**config.mk**
```make
export PLATFORM = sky130hd
export DESIGN_NAME = playback_transport_clock_top_flat
export DESIGN_NICKNAME = d
export VERILOG_FILES = /design/src/rtl/core/ptc_pkg.sv /design/src/rtl/core/ptc_if.sv /design/src/rtl/core/ptc_mul.sv /design/src/rtl/core/ptc_rem.sv /design/src/rtl/core/playback_transport_clock_top.sv /design/src/flat_wrapper.sv
export VERILOG_INCLUDE_DIRS = /design/src /design/src/rtl/core
export SDC_FILE = /design/constraint.sdc
export NUM_CORES = 2
export LEC_CHECK = 0
export BUFFER_PORTS_ARGS = -buffer_cell sky130_fd_sc_hd__buf_4
export CORE_MARGIN = 2
export CORE_UTILIZATION = 50
export CTS_CLUSTER_SIZE = 28
export DETAILED_ROUTE_END_ITERATION = 7
export HOLD_SLACK_MARGIN = 0.06
export PLACE_DENSITY = 0.7
export SETUP_SLACK_MARGIN = 0.02
export SLEW_MARGIN = 20
export SYNTH_ARGS = -nofsm -noshare
export SYNTH_HDL_FRONTEND = slang
export SYNTH_SLANG_ARGS = --single-unit
```
**constraint.sdc**
```tcl
create_clock -name clk -period 5.2 [get_ports clk]
set_input_delay 0.52 -clock clk [delete_from_list [all_inputs] [get_ports clk]]
set_output_delay 0.52 -clock clk [all_outputs]
set_load 0.005 [all_outputs]
```
**src/rtl/core/assert_macros.svh**
```systemverilog
// Assertion macros used by the top-level RTL module of the transport clock.
`ifndef ASSERT_MACROS_SVH
`define ASSERT_MACROS_SVH

// The consequent holds in the same cycle as the antecedent.
`define PTC_ASSERT_IMPL(lbl, ante, cons, msg) \
  lbl: assert property (@(posedge clk) disable iff (!rst_n) (ante) |-> (cons)) \
    else $error(msg);

// The consequent holds in the cycle after the antecedent.
`define PTC_ASSERT_NEXT(lbl, ante, cons, msg) \
  lbl: assert property (@(posedge clk) disable iff (!rst_n) (ante) |=> (cons)) \
    else $error(msg);

`endif

```
**src/rtl/core/ptc_pkg.sv**
```systemverilog
// Package with the widths, codes and types of the playback transport clock.
package ptc_pkg;

  localparam int FRAC_BITS  = 24;
  localparam int INT_BITS   = 16;
  localparam int POS_W      = INT_BITS + FRAC_BITS;
  localparam int TGT_W      = POS_W + 1;
  localparam int STEP_W     = 32;
  localparam int RATE_W     = 24;
  localparam int RATE_FRAC  = 16;
  localparam int SRATE_W    = 19;
  localparam int SMP_W      = 35;
  localparam int MODE_W     = 2;
  localparam int OP_W       = 3;
  localparam int CFG_IDX_W  = 3;
  localparam int CFG_DATA_W = POS_W;

  localparam int MUL_A_W    = POS_W;
  localparam int MUL_B_W    = RATE_W;
  localparam int MUL_P_W    = MUL_A_W + MUL_B_W;
  localparam int MUL_CNT_W  = $clog2(MUL_B_W);
  localparam logic [MUL_CNT_W-1:0] MUL_LAST = MUL_CNT_W'(MUL_B_W - 1);

  localparam int REM_N_W    = POS_W + 1;
  localparam int REM_CNT_W  = $clog2(REM_N_W);
  localparam logic [REM_CNT_W-1:0] REM_LAST = REM_CNT_W'(REM_N_W - 1);

  localparam logic [RATE_W-1:0]  RATE_RESET  = RATE_W'(65536);
  localparam logic [SRATE_W-1:0] SRATE_RESET = SRATE_W'(48000);
  localparam logic [POS_W-1:0]   POS_MAX     = '1;
  localparam logic [MUL_P_W-1:0] SMP_PRELOAD = MUL_P_W'(1) << (FRAC_BITS - 1 + MUL_B_W);

  typedef enum logic [MODE_W-1:0] {
    MODE_STOPPED = 2'd0,
    MODE_PLAYING = 2'd1,
    MODE_PAUSED  = 2'd2
  } mode_t;

  typedef enum logic [OP_W-1:0] {
    OP_TICK   = 3'd0,
    OP_START  = 3'd1,
    OP_STOP   = 3'd2,
    OP_PAUSE  = 3'd3,
    OP_RESUME = 3'd4,
    OP_SEEK   = 3'd5
  } op_t;

  typedef enum logic [CFG_IDX_W-1:0] {
    CFG_RATE      = 3'd0,
    CFG_LOOP_EN   = 3'd1,
    CFG_LOOP_BEG  = 3'd2,
    CFG_LOOP_END  = 3'd3,
    CFG_DURATION  = 3'd4,
    CFG_SRATE     = 3'd5
  } cfg_idx_t;

  typedef struct packed {
    logic               start;
    logic [MUL_A_W-1:0] mcand;
    logic [MUL_B_W-1:0] mplier;
    logic [MUL_P_W-1:0] preload;
  } mul_req_t;

  typedef struct packed {
    logic               start;
    logic [REM_N_W-1:0] dividend;
    logic [POS_W-1:0]   divisor;
  } rem_req_t;

endpackage

```
**src/rtl/core/ptc_if.sv**
```systemverilog
// Channel interfaces of the playback transport clock: input, result and configuration.
interface ptc_in_if;
  logic                              valid;
  logic                              ready;
  logic [ptc_pkg::OP_W-1:0]          operation;
  logic [ptc_pkg::STEP_W-1:0]        step_length;
  logic signed [ptc_pkg::TGT_W-1:0]  target_position;

  modport source (output valid, operation, step_length, target_position, input ready);
  modport sink (input valid, operation, step_length, target_position, output ready);
endinterface

interface ptc_out_if;
  logic                         valid;
  logic                         ready;
  logic [ptc_pkg::MODE_W-1:0]   mode_now;
  logic [ptc_pkg::POS_W-1:0]    position_now;
  logic [ptc_pkg::SMP_W-1:0]    sample_position;
  logic                         end_reached;

  modport source (output valid, mode_now, position_now, sample_position, end_reached,
                  input ready);
  modport sink (input valid, mode_now, position_now, sample_position, end_reached,
                output ready);
endinterface

interface ptc_cfg_if;
  logic                             valid;
  logic                             ready;
  logic [ptc_pkg::CFG_IDX_W-1:0]    index;
  logic [ptc_pkg::CFG_DATA_W-1:0]   data;

  modport source (output valid, index, data, input ready);
  modport sink (input valid, index, data, output ready);
endinterface

```
**src/rtl/core/ptc_mul.sv**
```systemverilog
// Serial shift-add multiplier, one multiplier bit per cycle, with a preloaded accumulator.
module ptc_mul (
  input  logic                          clk,
  input  logic                          rst_n,
  input  ptc_pkg::mul_req_t             req,
  output logic [ptc_pkg::MUL_P_W-1:0]   product,
  output logic                          done
);

  logic [ptc_pkg::MUL_P_W-1:0]   acc_r;
  logic [ptc_pkg::MUL_P_W-1:0]   acc_nxt;
  logic [ptc_pkg::MUL_A_W-1:0]   mcand_r;
  logic [ptc_pkg::MUL_B_W-1:0]   mplier_r;
  logic [ptc_pkg::MUL_CNT_W-1:0] cnt_r;
  logic                          busy_r;
  logic                          done_r;
  logic [ptc_pkg::MUL_A_W:0]     partial;

  always_comb begin
    partial = {1'b0, acc_r[ptc_pkg::MUL_P_W-1:ptc_pkg::MUL_B_W]}
            + (mplier_r[0] ? {1'b0, mcand_r} : '0);
    acc_nxt = {partial, acc_r[ptc_pkg::MUL_B_W-1:1]};
  end

  always_ff @(posedge clk) begin
    if (!rst_n) begin
      busy_r <= 1'b0;
      done_r <= 1'b0;
      cnt_r  <= '0;
    end else begin
      done_r <= busy_r && (cnt_r == ptc_pkg::MUL_LAST);
      if (req.start) begin
        busy_r <= 1'b1;
        cnt_r  <= '0;
      end else if (busy_r) begin
        cnt_r <= cnt_r + 1'b1;
        if (cnt_r == ptc_pkg::MUL_LAST) begin
          busy_r <= 1'b0;
        end
      end
    end
  end

  always_ff @(posedge clk) begin
    if (req.start) begin
      acc_r    <= req.preload;
      mcand_r  <= req.mcand;
      mplier_r <= req.mplier;
    end else if (busy_r) begin
      acc_r    <= acc_nxt;
      mplier_r <= {1'b0, mplier_r[ptc_pkg::MUL_B_W-1:1]};
    end
  end

  assign product = acc_r;
  assign done    = done_r;

endmodule

```
**src/rtl/core/ptc_rem.sv**
```systemverilog
// Restoring remainder unit that takes one dividend bit per cycle.
module ptc_rem (
  input  logic                        clk,
  input  logic                        rst_n,
  input  ptc_pkg::rem_req_t           req,
  output logic [ptc_pkg::POS_W-1:0]   remainder,
  output logic                        done
);

  logic [ptc_pkg::REM_N_W-1:0]   dvd_r;
  logic [ptc_pkg::POS_W-1:0]     div_r;
  logic [ptc_pkg::POS_W-1:0]     rem_r;
  logic [ptc_pkg::POS_W-1:0]     rem_nxt;
  logic [ptc_pkg::REM_CNT_W-1:0] cnt_r;
  logic                          busy_r;
  logic                          done_r;
  logic [ptc_pkg::POS_W:0]       trial;
  logic [ptc_pkg::POS_W:0]       diff;

  always_comb begin
    trial = {rem_r, dvd_r[ptc_pkg::REM_N_W-1]};
    diff  = trial - {1'b0, div_r};
    if (trial >= {1'b0, div_r}) begin
      rem_nxt = diff[ptc_pkg::POS_W-1:0];
    end else begin
      rem_nxt = trial[ptc_pkg::POS_W-1:0];
    end
  end

  always_ff @(posedge clk) begin
    if (!rst_n) begin
      busy_r <= 1'b0;
      done_r <= 1'b0;
      cnt_r  <= '0;
    end else begin
      done_r <= busy_r && (cnt_r == ptc_pkg::REM_LAST);
      if (req.start) begin
        busy_r <= 1'b1;
        cnt_r  <= '0;
      end else if (busy_r) begin
        cnt_r <= cnt_r + 1'b1;
        if (cnt_r == ptc_pkg::REM_LAST) begin
          busy_r <= 1'b0;
        end
      end
    end
  end

  always_ff @(posedge clk) begin
    if (req.start) begin
      dvd_r <= req.dividend;
      div_r <= req.divisor;
      rem_r <= '0;
    end else if (busy_r) begin
      dvd_r <= {dvd_r[ptc_pkg::REM_N_W-2:0], 1'b0};
      rem_r <= rem_nxt;
    end
  end

  assign remainder = rem_r;
  assign done      = done_r;

endmodule

```
**src/rtl/core/playback_transport_clock_top.sv**
```systemverilog
// Top level of the playback transport clock: transport state, configuration and sequencing.
// One item is handled at a time and gives one result. A start, stop, pause, resume, seek,
// unused code or ignored tick goes from the input transfer to the sample conversion and then
// to the result register; a tick while playing first scales its step by the playback rate,
// and folds the position back into the loop region when it wraps. The serial multiplier,
// with a 24-bit multiplier, scales the step and converts the position to samples; the serial
// remainder unit, with a 41-bit dividend, folds the position back into the loop. The next input
// is taken in the cycle after the result register is loaded, while that result still waits.
`include "assert_macros.svh"

module playback_transport_clock_top (
  input  logic            clk,
  input  logic            rst_n,
  ptc_in_if.sink          in_item,
  ptc_out_if.source       out_item,
  ptc_cfg_if.sink         cfg_wr
);

  typedef enum logic [6:0] {
    ST_IDLE   = 7'b0000001,
    ST_MUL    = 7'b0000010,
    ST_EVAL   = 7'b0000100,
    ST_REM    = 7'b0001000,
    ST_SMP_GO = 7'b0010000,
    ST_SMP    = 7'b0100000,
    ST_OUT    = 7'b1000000
  } state_t;

  state_t                          state_r;
  state_t                          state_nxt;
  ptc_pkg::mode_t                  mode_r;
  ptc_pkg::mode_t                  mode_nxt;
  logic [ptc_pkg::POS_W-1:0]       pos_r;
  logic [ptc_pkg::POS_W-1:0]       pos_nxt;
  logic [ptc_pkg::POS_W:0]         sum_r;
  logic [ptc_pkg::POS_W:0]         sum_nxt;
  logic [ptc_pkg::POS_W-1:0]       eff_r;
  logic [ptc_pkg::POS_W-1:0]       eff_nxt;
  logic                            ended_r;
  logic                            ended_nxt;
  logic [ptc_pkg::SMP_W-1:0]       samp_r;
  logic [ptc_pkg::SMP_W-1:0]       samp_nxt;

  logic [ptc_pkg::RATE_W-1:0]      rate_r;
  logic                            loop_en_r;
  logic [ptc_pkg::POS_W-1:0]       lbeg_r;
  logic [ptc_pkg::POS_W-1:0]       lend_r;
  logic [ptc_pkg::POS_W-1:0]       dur_r;
  logic [ptc_pkg::SRATE_W-1:0]     srate_r;

  logic                            out_valid_r;
  logic                            out_valid_nxt;
  logic [ptc_pkg::MODE_W-1:0]      out_mode_r;
  logic [ptc_pkg::POS_W-1:0]       out_pos_r;
  logic [ptc_pkg::SMP_W-1:0]       out_samp_r;
  logic                            out_end_r;
  logic                            out_load;

  logic                            in_xfer;
  logic                            tick_go;
  logic                            wrap_go;
  ptc_pkg::op_t                    op;
  logic [ptc_pkg::POS_W-1:0]       tgt_pos;
  logic [ptc_pkg::POS_W-1:0]       clamp_pos;
  logic [ptc_pkg::POS_W-1:0]       sum_sat;

  ptc_pkg::mul_req_t               mul_req;
  logic [ptc_pkg::MUL_P_W-1:0]     mul_prod;
  logic                            mul_done;
  ptc_pkg::rem_req_t               rem_req;
  logic [ptc_pkg::POS_W-1:0]       rem_out;
  logic                            rem_done;

  ptc_mul u_mul (
    .clk     (clk),
    .rst_n   (rst_n),
    .req     (mul_req),
    .product (mul_prod),
    .done    (mul_done)
  );

  ptc_rem u_rem (
    .clk       (clk),
    .rst_n     (rst_n),
    .req       (rem_req),
    .remainder (rem_out),
    .done      (rem_done)
  );

  assign in_item.ready = (state_r == ST_IDLE);
  assign in_xfer       = in_item.valid && in_item.ready;
  assign op            = ptc_pkg::op_t'(in_item.operation);

  assign tgt_pos = in_item.target_position[ptc_pkg::POS_W-1:0];

  always_comb begin
    if (in_item.target_position[ptc_pkg::TGT_W-1]) begin
      clamp_pos = '0;
    end else if ((dur_r != '0) && (tgt_pos > dur_r)) begin
      clamp_pos = dur_r;
    end else begin
      clamp_pos = tgt_pos;
    end
  end

  assign sum_sat = sum_r[ptc_pkg::POS_W] ? ptc_pkg::POS_MAX : sum_r[ptc_pkg::POS_W-1:0];

  assign tick_go = in_xfer && (op == ptc_pkg::OP_TICK) && (mode_r == ptc_pkg::MODE_PLAYING)
                && (in_item.step_length != '0);
  assign wrap_go = loop_en_r && (eff_r > lbeg_r) && (sum_r >= {1'b0, eff_r});

  always_comb begin
    mul_req.start = tick_go || (state_r == ST_SMP_GO);
    if (state_r == ST_SMP_GO) begin
      mul_req.mcand   = pos_r;
      mul_req.mplier  = ptc_pkg::MUL_B_W'(srate_r);
      mul_req.preload = ptc_pkg::SMP_PRELOAD;
    end else begin
      mul_req.mcand   = ptc_pkg::MUL_A_W'(in_item.step_length);
      mul_req.mplier  = rate_r;
      mul_req.preload = '0;
    end
  end

  always_comb begin
    rem_req.start    = (state_r == ST_EVAL) && wrap_go;
    rem_req.dividend = sum_r - {1'b0, lbeg_r};
    rem_req.divisor  = eff_r - lbeg_r;
  end

  always_comb begin
    state_nxt = state_r;
    mode_nxt  = mode_r;
    pos_nxt   = pos_r;
    sum_nxt   = sum_r;
    eff_nxt   = eff_r;
    ended_nxt = ended_r;
    samp_nxt  = samp_r;
    out_load  = 1'b0;
    case (state_r)
      ST_IDLE: begin
        if (in_xfer) begin
          ended_nxt = 1'b0;
          state_nxt = ST_SMP_GO;
          case (op)
            ptc_pkg::OP_TICK: begin
              if (tick_go) begin
                eff_nxt   = (lend_r > lbeg_r) ? lend_r : dur_r;
                state_nxt = ST_MUL;
              end
            end
            ptc_pkg::OP_START: begin
              pos_nxt  = clamp_pos;
              mode_nxt = ptc_pkg::MODE_PLAYING;
            end
            ptc_pkg::OP_STOP: begin
              pos_nxt  = '0;
              mode_nxt = ptc_pkg::MODE_STOPPED;
            end
            ptc_pkg::OP_PAUSE: begin
              if (mode_r == ptc_pkg::MODE_PLAYING) begin
                mode_nxt = ptc_pkg::MODE_PAUSED;
              end
            end
            ptc_pkg::OP_RESUME: begin
              if (mode_r == ptc_pkg::MODE_PAUSED) begin
                mode_nxt = ptc_pkg::MODE_PLAYING;
              end
            end
            ptc_pkg::OP_SEEK: begin
              pos_nxt = clamp_pos;
            end
            default: begin
            end
          endcase
        end
      end
      ST_MUL: begin
        if (mul_done) begin
          sum_nxt = {1'b0, pos_r}
                  + {1'b0, mul_prod[ptc_pkg::RATE_FRAC+ptc_pkg::POS_W-1:ptc_pkg::RATE_FRAC]};
          state_nxt = ST_EVAL;
        end
      end
      ST_EVAL: begin
        state_nxt = ST_SMP_GO;
        if (loop_en_r) begin
          if (wrap_go) begin
            state_nxt = ST_REM;
          end else begin
            pos_nxt = sum_sat;
          end
        end else if ((dur_r != '0) && (sum_r >= {1'b0, dur_r})) begin
          pos_nxt   = dur_r;
          mode_nxt  = ptc_pkg::MODE_STOPPED;
          ended_nxt = 1'b1;
        end else begin
          pos_nxt = sum_sat;
        end
      end
      ST_REM: begin
        if (rem_done) begin
          pos_nxt   = lbeg_r + rem_out;
          state_nxt = ST_SMP_GO;
        end
      end
      ST_SMP_GO: begin
        state_nxt = ST_SMP;
      end
      ST_SMP: begin
        if (mul_done) begin
          samp_nxt  = mul_prod[ptc_pkg::FRAC_BITS+ptc_pkg::SMP_W-1:ptc_pkg::FRAC_BITS];
          state_nxt = ST_OUT;
        end
      end
      ST_OUT: begin
        if (!out_valid_r || out_item.ready) begin
          out_load  = 1'b1;
          state_nxt = ST_IDLE;
        end
      end
      default: begin
        state_nxt = ST_IDLE;
      end
    endcase
  end

  always_comb begin
    if (out_load) begin
      out_valid_nxt = 1'b1;
    end else if (out_item.ready) begin
      out_valid_nxt = 1'b0;
    end else begin
      out_valid_nxt = out_valid_r;
    end
  end

  always_ff @(posedge clk) begin
    if (!rst_n) begin
      state_r     <= ST_IDLE;
      mode_r      <= ptc_pkg::MODE_STOPPED;
      pos_r       <= '0;
      out_valid_r <= 1'b0;
    end else begin
      state_r     <= state_nxt;
      mode_r      <= mode_nxt;
      pos_r       <= pos_nxt;
      out_valid_r <= out_valid_nxt;
    end
  end

  always_ff @(posedge clk) begin
    sum_r   <= sum_nxt;
    eff_r   <= eff_nxt;
    ended_r <= ended_nxt;
    samp_r  <= samp_nxt;
    if (out_load) begin
      out_mode_r <= mode_r;
      out_pos_r  <= pos_r;
      out_samp_r <= samp_r;
      out_end_r  <= ended_r;
    end
  end

  // A zero playback rate is not taken; the previous rate stays in force.
  always_ff @(posedge clk) begin
    if (!rst_n) begin
      rate_r    <= ptc_pkg::RATE_RESET;
      loop_en_r <= 1'b0;
      lbeg_r    <= '0;
      lend_r    <= '0;
      dur_r     <= '0;
      srate_r   <= ptc_pkg::SRATE_RESET;
    end else if (cfg_wr.valid && cfg_wr.ready) begin
      case (ptc_pkg::cfg_idx_t'(cfg_wr.index))
        ptc_pkg::CFG_RATE: begin
          if (cfg_wr.data[ptc_pkg::RATE_W-1:0] != '0) begin
            rate_r <= cfg_wr.data[ptc_pkg::RATE_W-1:0];
          end
        end
        ptc_pkg::CFG_LOOP_EN: begin
          loop_en_r <= cfg_wr.data[0];
        end
        ptc_pkg::CFG_LOOP_BEG: begin
          lbeg_r <= cfg_wr.data[ptc_pkg::POS_W-1:0];
        end
        ptc_pkg::CFG_LOOP_END: begin
          lend_r <= cfg_wr.data[ptc_pkg::POS_W-1:0];
        end
        ptc_pkg::CFG_DURATION: begin
          dur_r <= cfg_wr.data[ptc_pkg::POS_W-1:0];
        end
        ptc_pkg::CFG_SRATE: begin
          srate_r <= cfg_wr.data[ptc_pkg::SRATE_W-1:0];
        end
        default: begin
        end
      endcase
    end
  end

  assign cfg_wr.ready = 1'b1;

  assign out_item.valid           = out_valid_r;
  assign out_item.mode_now        = out_mode_r;
  assign out_item.position_now    = out_pos_r;
  assign out_item.sample_position = out_samp_r;
  assign out_item.end_reached     = out_end_r;

  `PTC_ASSERT_NEXT(a_busy_after_accept, in_xfer, !in_item.ready, "input taken while busy")
  `PTC_ASSERT_IMPL(a_mul_done_state, mul_done, (state_r == ST_MUL) || (state_r == ST_SMP), "multiplier done in wrong state")
  `PTC_ASSERT_IMPL(a_rem_done_state, rem_done, state_r == ST_REM, "remainder done in wrong state")
  `PTC_ASSERT_IMPL(a_end_stops, out_valid_r && out_end_r, out_mode_r == ptc_pkg::MODE_STOPPED, "end flag without stop")

endmodule

```
**src/flat_wrapper.sv**
```systemverilog
// flat-port wrapper written by rule: the top's interface ports become plain ports
module playback_transport_clock_top_flat 
  (clk, rst_n, in_item_valid, in_item_operation, in_item_step_length, in_item_target_position, in_item_ready, out_item_valid, out_item_mode_now, out_item_position_now, out_item_sample_position, out_item_end_reached, out_item_ready, cfg_wr_valid, cfg_wr_index, cfg_wr_data, cfg_wr_ready);
  ptc_in_if in_item_i ();
  ptc_out_if out_item_i ();
  ptc_cfg_if cfg_wr_i ();
  input  logic clk;
  input  logic rst_n;
  input wire logic [$bits(in_item_i.valid)-1:0] in_item_valid;
  input wire logic [$bits(in_item_i.operation)-1:0] in_item_operation;
  input wire logic [$bits(in_item_i.step_length)-1:0] in_item_step_length;
  input wire logic [$bits(in_item_i.target_position)-1:0] in_item_target_position;
  output wire logic [$bits(in_item_i.ready)-1:0] in_item_ready;
  output wire logic [$bits(out_item_i.valid)-1:0] out_item_valid;
  output wire logic [$bits(out_item_i.mode_now)-1:0] out_item_mode_now;
  output wire logic [$bits(out_item_i.position_now)-1:0] out_item_position_now;
  output wire logic [$bits(out_item_i.sample_position)-1:0] out_item_sample_position;
  output wire logic [$bits(out_item_i.end_reached)-1:0] out_item_end_reached;
  input wire logic [$bits(out_item_i.ready)-1:0] out_item_ready;
  input wire logic [$bits(cfg_wr_i.valid)-1:0] cfg_wr_valid;
  input wire logic [$bits(cfg_wr_i.index)-1:0] cfg_wr_index;
  input wire logic [$bits(cfg_wr_i.data)-1:0] cfg_wr_data;
  output wire logic [$bits(cfg_wr_i.ready)-1:0] cfg_wr_ready;
  assign in_item_i.valid = in_item_valid;
  assign in_item_i.operation = in_item_operation;
  assign in_item_i.step_length = in_item_step_length;
  assign in_item_i.target_position = in_item_target_position;
  assign in_item_ready = in_item_i.ready;
  assign out_item_valid = out_item_i.valid;
  assign out_item_mode_now = out_item_i.mode_now;
  assign out_item_position_now = out_item_i.position_now;
  assign out_item_sample_position = out_item_i.sample_position;
  assign out_item_end_reached = out_item_i.end_reached;
  assign out_item_i.ready = out_item_ready;
  assign cfg_wr_i.valid = cfg_wr_valid;
  assign cfg_wr_i.index = cfg_wr_index;
  assign cfg_wr_i.data = cfg_wr_data;
  assign cfg_wr_ready = cfg_wr_i.ready;
  playback_transport_clock_top u_core (.clk(clk), .rst_n(rst_n), .in_item(in_item_i), .out_item(out_item_i), .cfg_wr(cfg_wr_i));
endmodule
```
==> run metrics <==
RSZ-0062 raised after global routing=no; Worst path most repeated cell=a21oi_1; Max Slew Vio Count=0; CP max-delay cell=a211oi_2; combinational power share=24.8%; top cell type by total area after synthesis=edfxtp_1; critical path buffer and inverter count=3; final worst path period need=4.750 ns; 1st-iter DRT viols=2914; antenna violations before repair=4; maximum clock rate=210.5 MHz; syn avg cell area=9.248 um2; Buffers on Ports=203; Leakage=0.01897 uW; status=complete, no violations; WS Path Type=register to register; gp weighted congestion=0.9923; Synth Register Bits=657; setup violators final=0; HPWL after detailed placement=97140 um; Ys Warns=0; drt wl/cell=21.95 um; core area=0.08237 mm2; XOR/XNOR share of the synthesized area=4.303%; Flop pwr share=41.7%; Max Root-Sink Buffers=3; worst hold slack=0.1583 ns; ANT nets after route=0; Adder-Cell Fraction of Synth Area=12.34%; CTS sink count=657; total CTS buffers=71; EDFF count, synth=388; leading post-synthesis cells by cell area=edfxtp_1 28%, dfxtp_1 13%, ha_1 12%; Initial Utilization=50.66%; power per cell area=328.0 mW/mm2; Largest stage delay, worst path=0.89 ns; Sw Ratio=31.77%; post-cts sizing count=0; Clk pwr share=33.5%; Power Internal=10450 uW; htree depth=3; vias=34653; CP cell instances=inv_1 -> ha_1 -> fa_1 -> nand2b_1 -> a21oi_1 -> o221ai_1 -> a21oi_2 -> a2bb2oi_2 -> a21oi_1 -> a211oi_2 -> nand2_4 -> inv_2 -> buf_12; Die Area=0.08578 mm2; Distinct cells, synth=91; GRT Util Overall=28.73%; vias in the first global route=32349; Slew @ Worst Pin=1.031 ns; sum of negative setup slack=0 ns; Worst-Skew Late Latency=0.64 ns; Synth Instances=4512; post-synth top area share=27.92%; clk slew on worst S/H paths=0.07 ns; # IOs=205; post-synthesis sequential area ratio=40.83%; crit path capture type=register; switching pwr=4868 uW; nets@finish=5172; CP startpoint kind=register; DR DRC count=0; simple-gate share of the synthesized area=15.27%; hold_buf cts=0; fin crit share=91.35%; mux contribution to synthesized area=2.858%; r2r setup slk=0.45 ns; CP arrival=5.08 ns; Clock Tree Root=clkbuf_16; Hold Crit Class=primary input to register; VDD IR max=0.2704 mV; chip height=292.9 um; Vias/cell=6.005; site row count=105; Slew HR=31.12%; Worst path top cell family by delay=compound AO/OA/AOI/OAI gates; Net Count, Synth=5044; synthesis-to-finish area growth=11.94%; DRT Pass-1 Iters=5; aggregate routed wire length=126700 um; main combinational cell family by area after synthesis=compound AO/OA/AOI/OAI gates; post-synthesis compound-gate area fraction=20.45%; CTS tree=done; final-report hold violation count=0; Die Span X=292.9 um; worst path required time=5.53 ns; total grt overflow=0; global-route wire length before repair=190300 um; Post-synth top flop=edfxtp_1; Mapped Area=0.04173 mm2; peak fanout along the critical path=27; Max Cap Viol=0; final clock skew=0.03752 ns; pin count of the biggest net entering global routing=137; share of cells above drive strength 1=8.834%; post-CTS setup buffer count=0; ys async rst share=0%
==> flip-flops by register name, indices dropped and copies added, names as in the netlist, 35 cells and up <==
| register | cells |
|---|---|
| u_core.u_mul.product | 48 |
| u_core.lbeg_r | 40 |
| u_core.sum_r | 41 |
| u_core.out_item.position_now | 40 |
| u_core.dur_r | 40 |
| u_core.eff_r | 40 |
| u_core.lend_r | 40 |
| u_core.u_rem.div_r | 40 |
| u_core.pos_r | 40 |
| u_core.u_rem.remainder | 40 |
| u_core.u_rem.dvd_r | 41 |
| u_core.out_item.sample_position | 35 |
| u_core.samp_r | 35 |
| u_core.u_mul.mcand_r | 40 |
==> metal layers <==
metal  GRT usage, %  part of all wire, %  vias to the layer above
li1               -                    -                    16659
met1          38.78                   43                    16514
met2          46.65                   46                     1249
met3          3.536                  6.5                      231
met4          12.03                  4.4                        0
met5              0                    0                        -
==> synth_stat cells, drive strengths merged, types with 18 or more instances <==
master	count
edfxtp	388
nor4	36
a31oi	47
nand4	60
mux2	41
o21ai	329
clkbuf	156
mux2i	73
or3	18
nand2	623
o21bai	29
a21oi	341
and2	73
o21a	44
a22oi	19
xor2	85
o22ai	20
and3	28
nand2b	55
o211ai	30
o31ai	20
nand3	69
xnor2	120
dfxtp	269
nor2b	72
a211oi	34
inv	230
a21o	152
a21boi	142
ha	402
buf	38
nor2	235
nor3	54
==> worst reg2reg max path: cells and delay by family (launching register included) <==
family                   cells  cell delay, ns
AO/OA/AOI/OAI                6            2.15
buffers and inverters        3            0.76
adder cells (fa/ha/maj)      2            0.62
AND/OR/NAND/NOR              2            0.55
flip-flops                   1            0.35
==> stage by stage <==
stage / cells / total power [uW] / area [um2] / setup slack, ns / util, %
after CTS: 5766 / 15320 / 46670 / 0.5057 / 56.66
after global placement: 5635 / 10180 / 44330 / 0.6359 / 53.81
after global routing: 5771 / 15990 / 46710 / 0.2442 / 56.71
after detailed placement: 5635 / 10230 / 44330 / 0.5441 / 53.81
final: 5771 / 15320 / 46710 / 0.4500 / 56.71
after floorplan: 4512 / 9096 / 41730 / 0.1668 / -
==> cells by family after synthesis <==
group,Yosys count
buffers and inverters,425
xor gates and xnor gates,205
muxes,114
DFF,657
AOI/OAI and AO/OA,1330
and+or+nand+nor,1372
other,1
adders and majority gates,408
==> final cells by class <==
class | count | area, um2
antenna | 3 | 7.507
clock buffer | 99 | 2036
clock inverter | 32 | 306.5
fill | 7327 | 35660
inverter | 231 | 867.1
multi-input combinational | 3430 | 23140
sequential | 657 | 17040
tap | 1070 | 1339
timing repair buffer | 249 | 1981
==> worst paths after layout <==
kind,start,cells after the start,to
hold reg to reg,u_core.samp_r[10],0,u_core.out_item.sample_position[10]
hold / removal,cfg_wr_data[35],3,u_core.dur_r[35]
setup / recovery,u_core.eff_r[0],13,u_core.u_rem.div_r[13]
setup reg to reg,u_core.eff_r[0],13,u_core.u_rem.div_r[13]
==> power by group through the flow <==
stage               Combinational, uW  Clock (uW)  Sequential [uW]
finish                           3810        5130             6390
global route                     4210        5370             6410
CTS                              3750        5180             6400
detailed placement               3720           0             6510
global placement                 3680           0             6500
floorplan                        2810           0             6290
==> layout by cell type, fill, tap and decap left out, types with 71 or more instances in the layout <==
master / synthesis / final
nor2_1: 235 / 231
inv_1: 227 / 227
edfxtp_1: 388 / 388
a21boi_0: 139 / 139
o21ai_0: 212 / 212
xnor2_1: 120 / 120
nor2b_1: 72 / 71
dfxtp_1: 269 / 268
o21ai_1: 115 / 114
nand2_1: 622 / 621
and2_1: 73 / 73
mux2i_1: 73 / 73
buf_4: 3 / 239
xor2_1: 85 / 85
a21oi_1: 338 / 337
ha_1: 402 / 402
a21o_1: 152 / 152
clkbuf_16: 0 / 74
No activity file was read; power rests on OpenSTA's default activity.
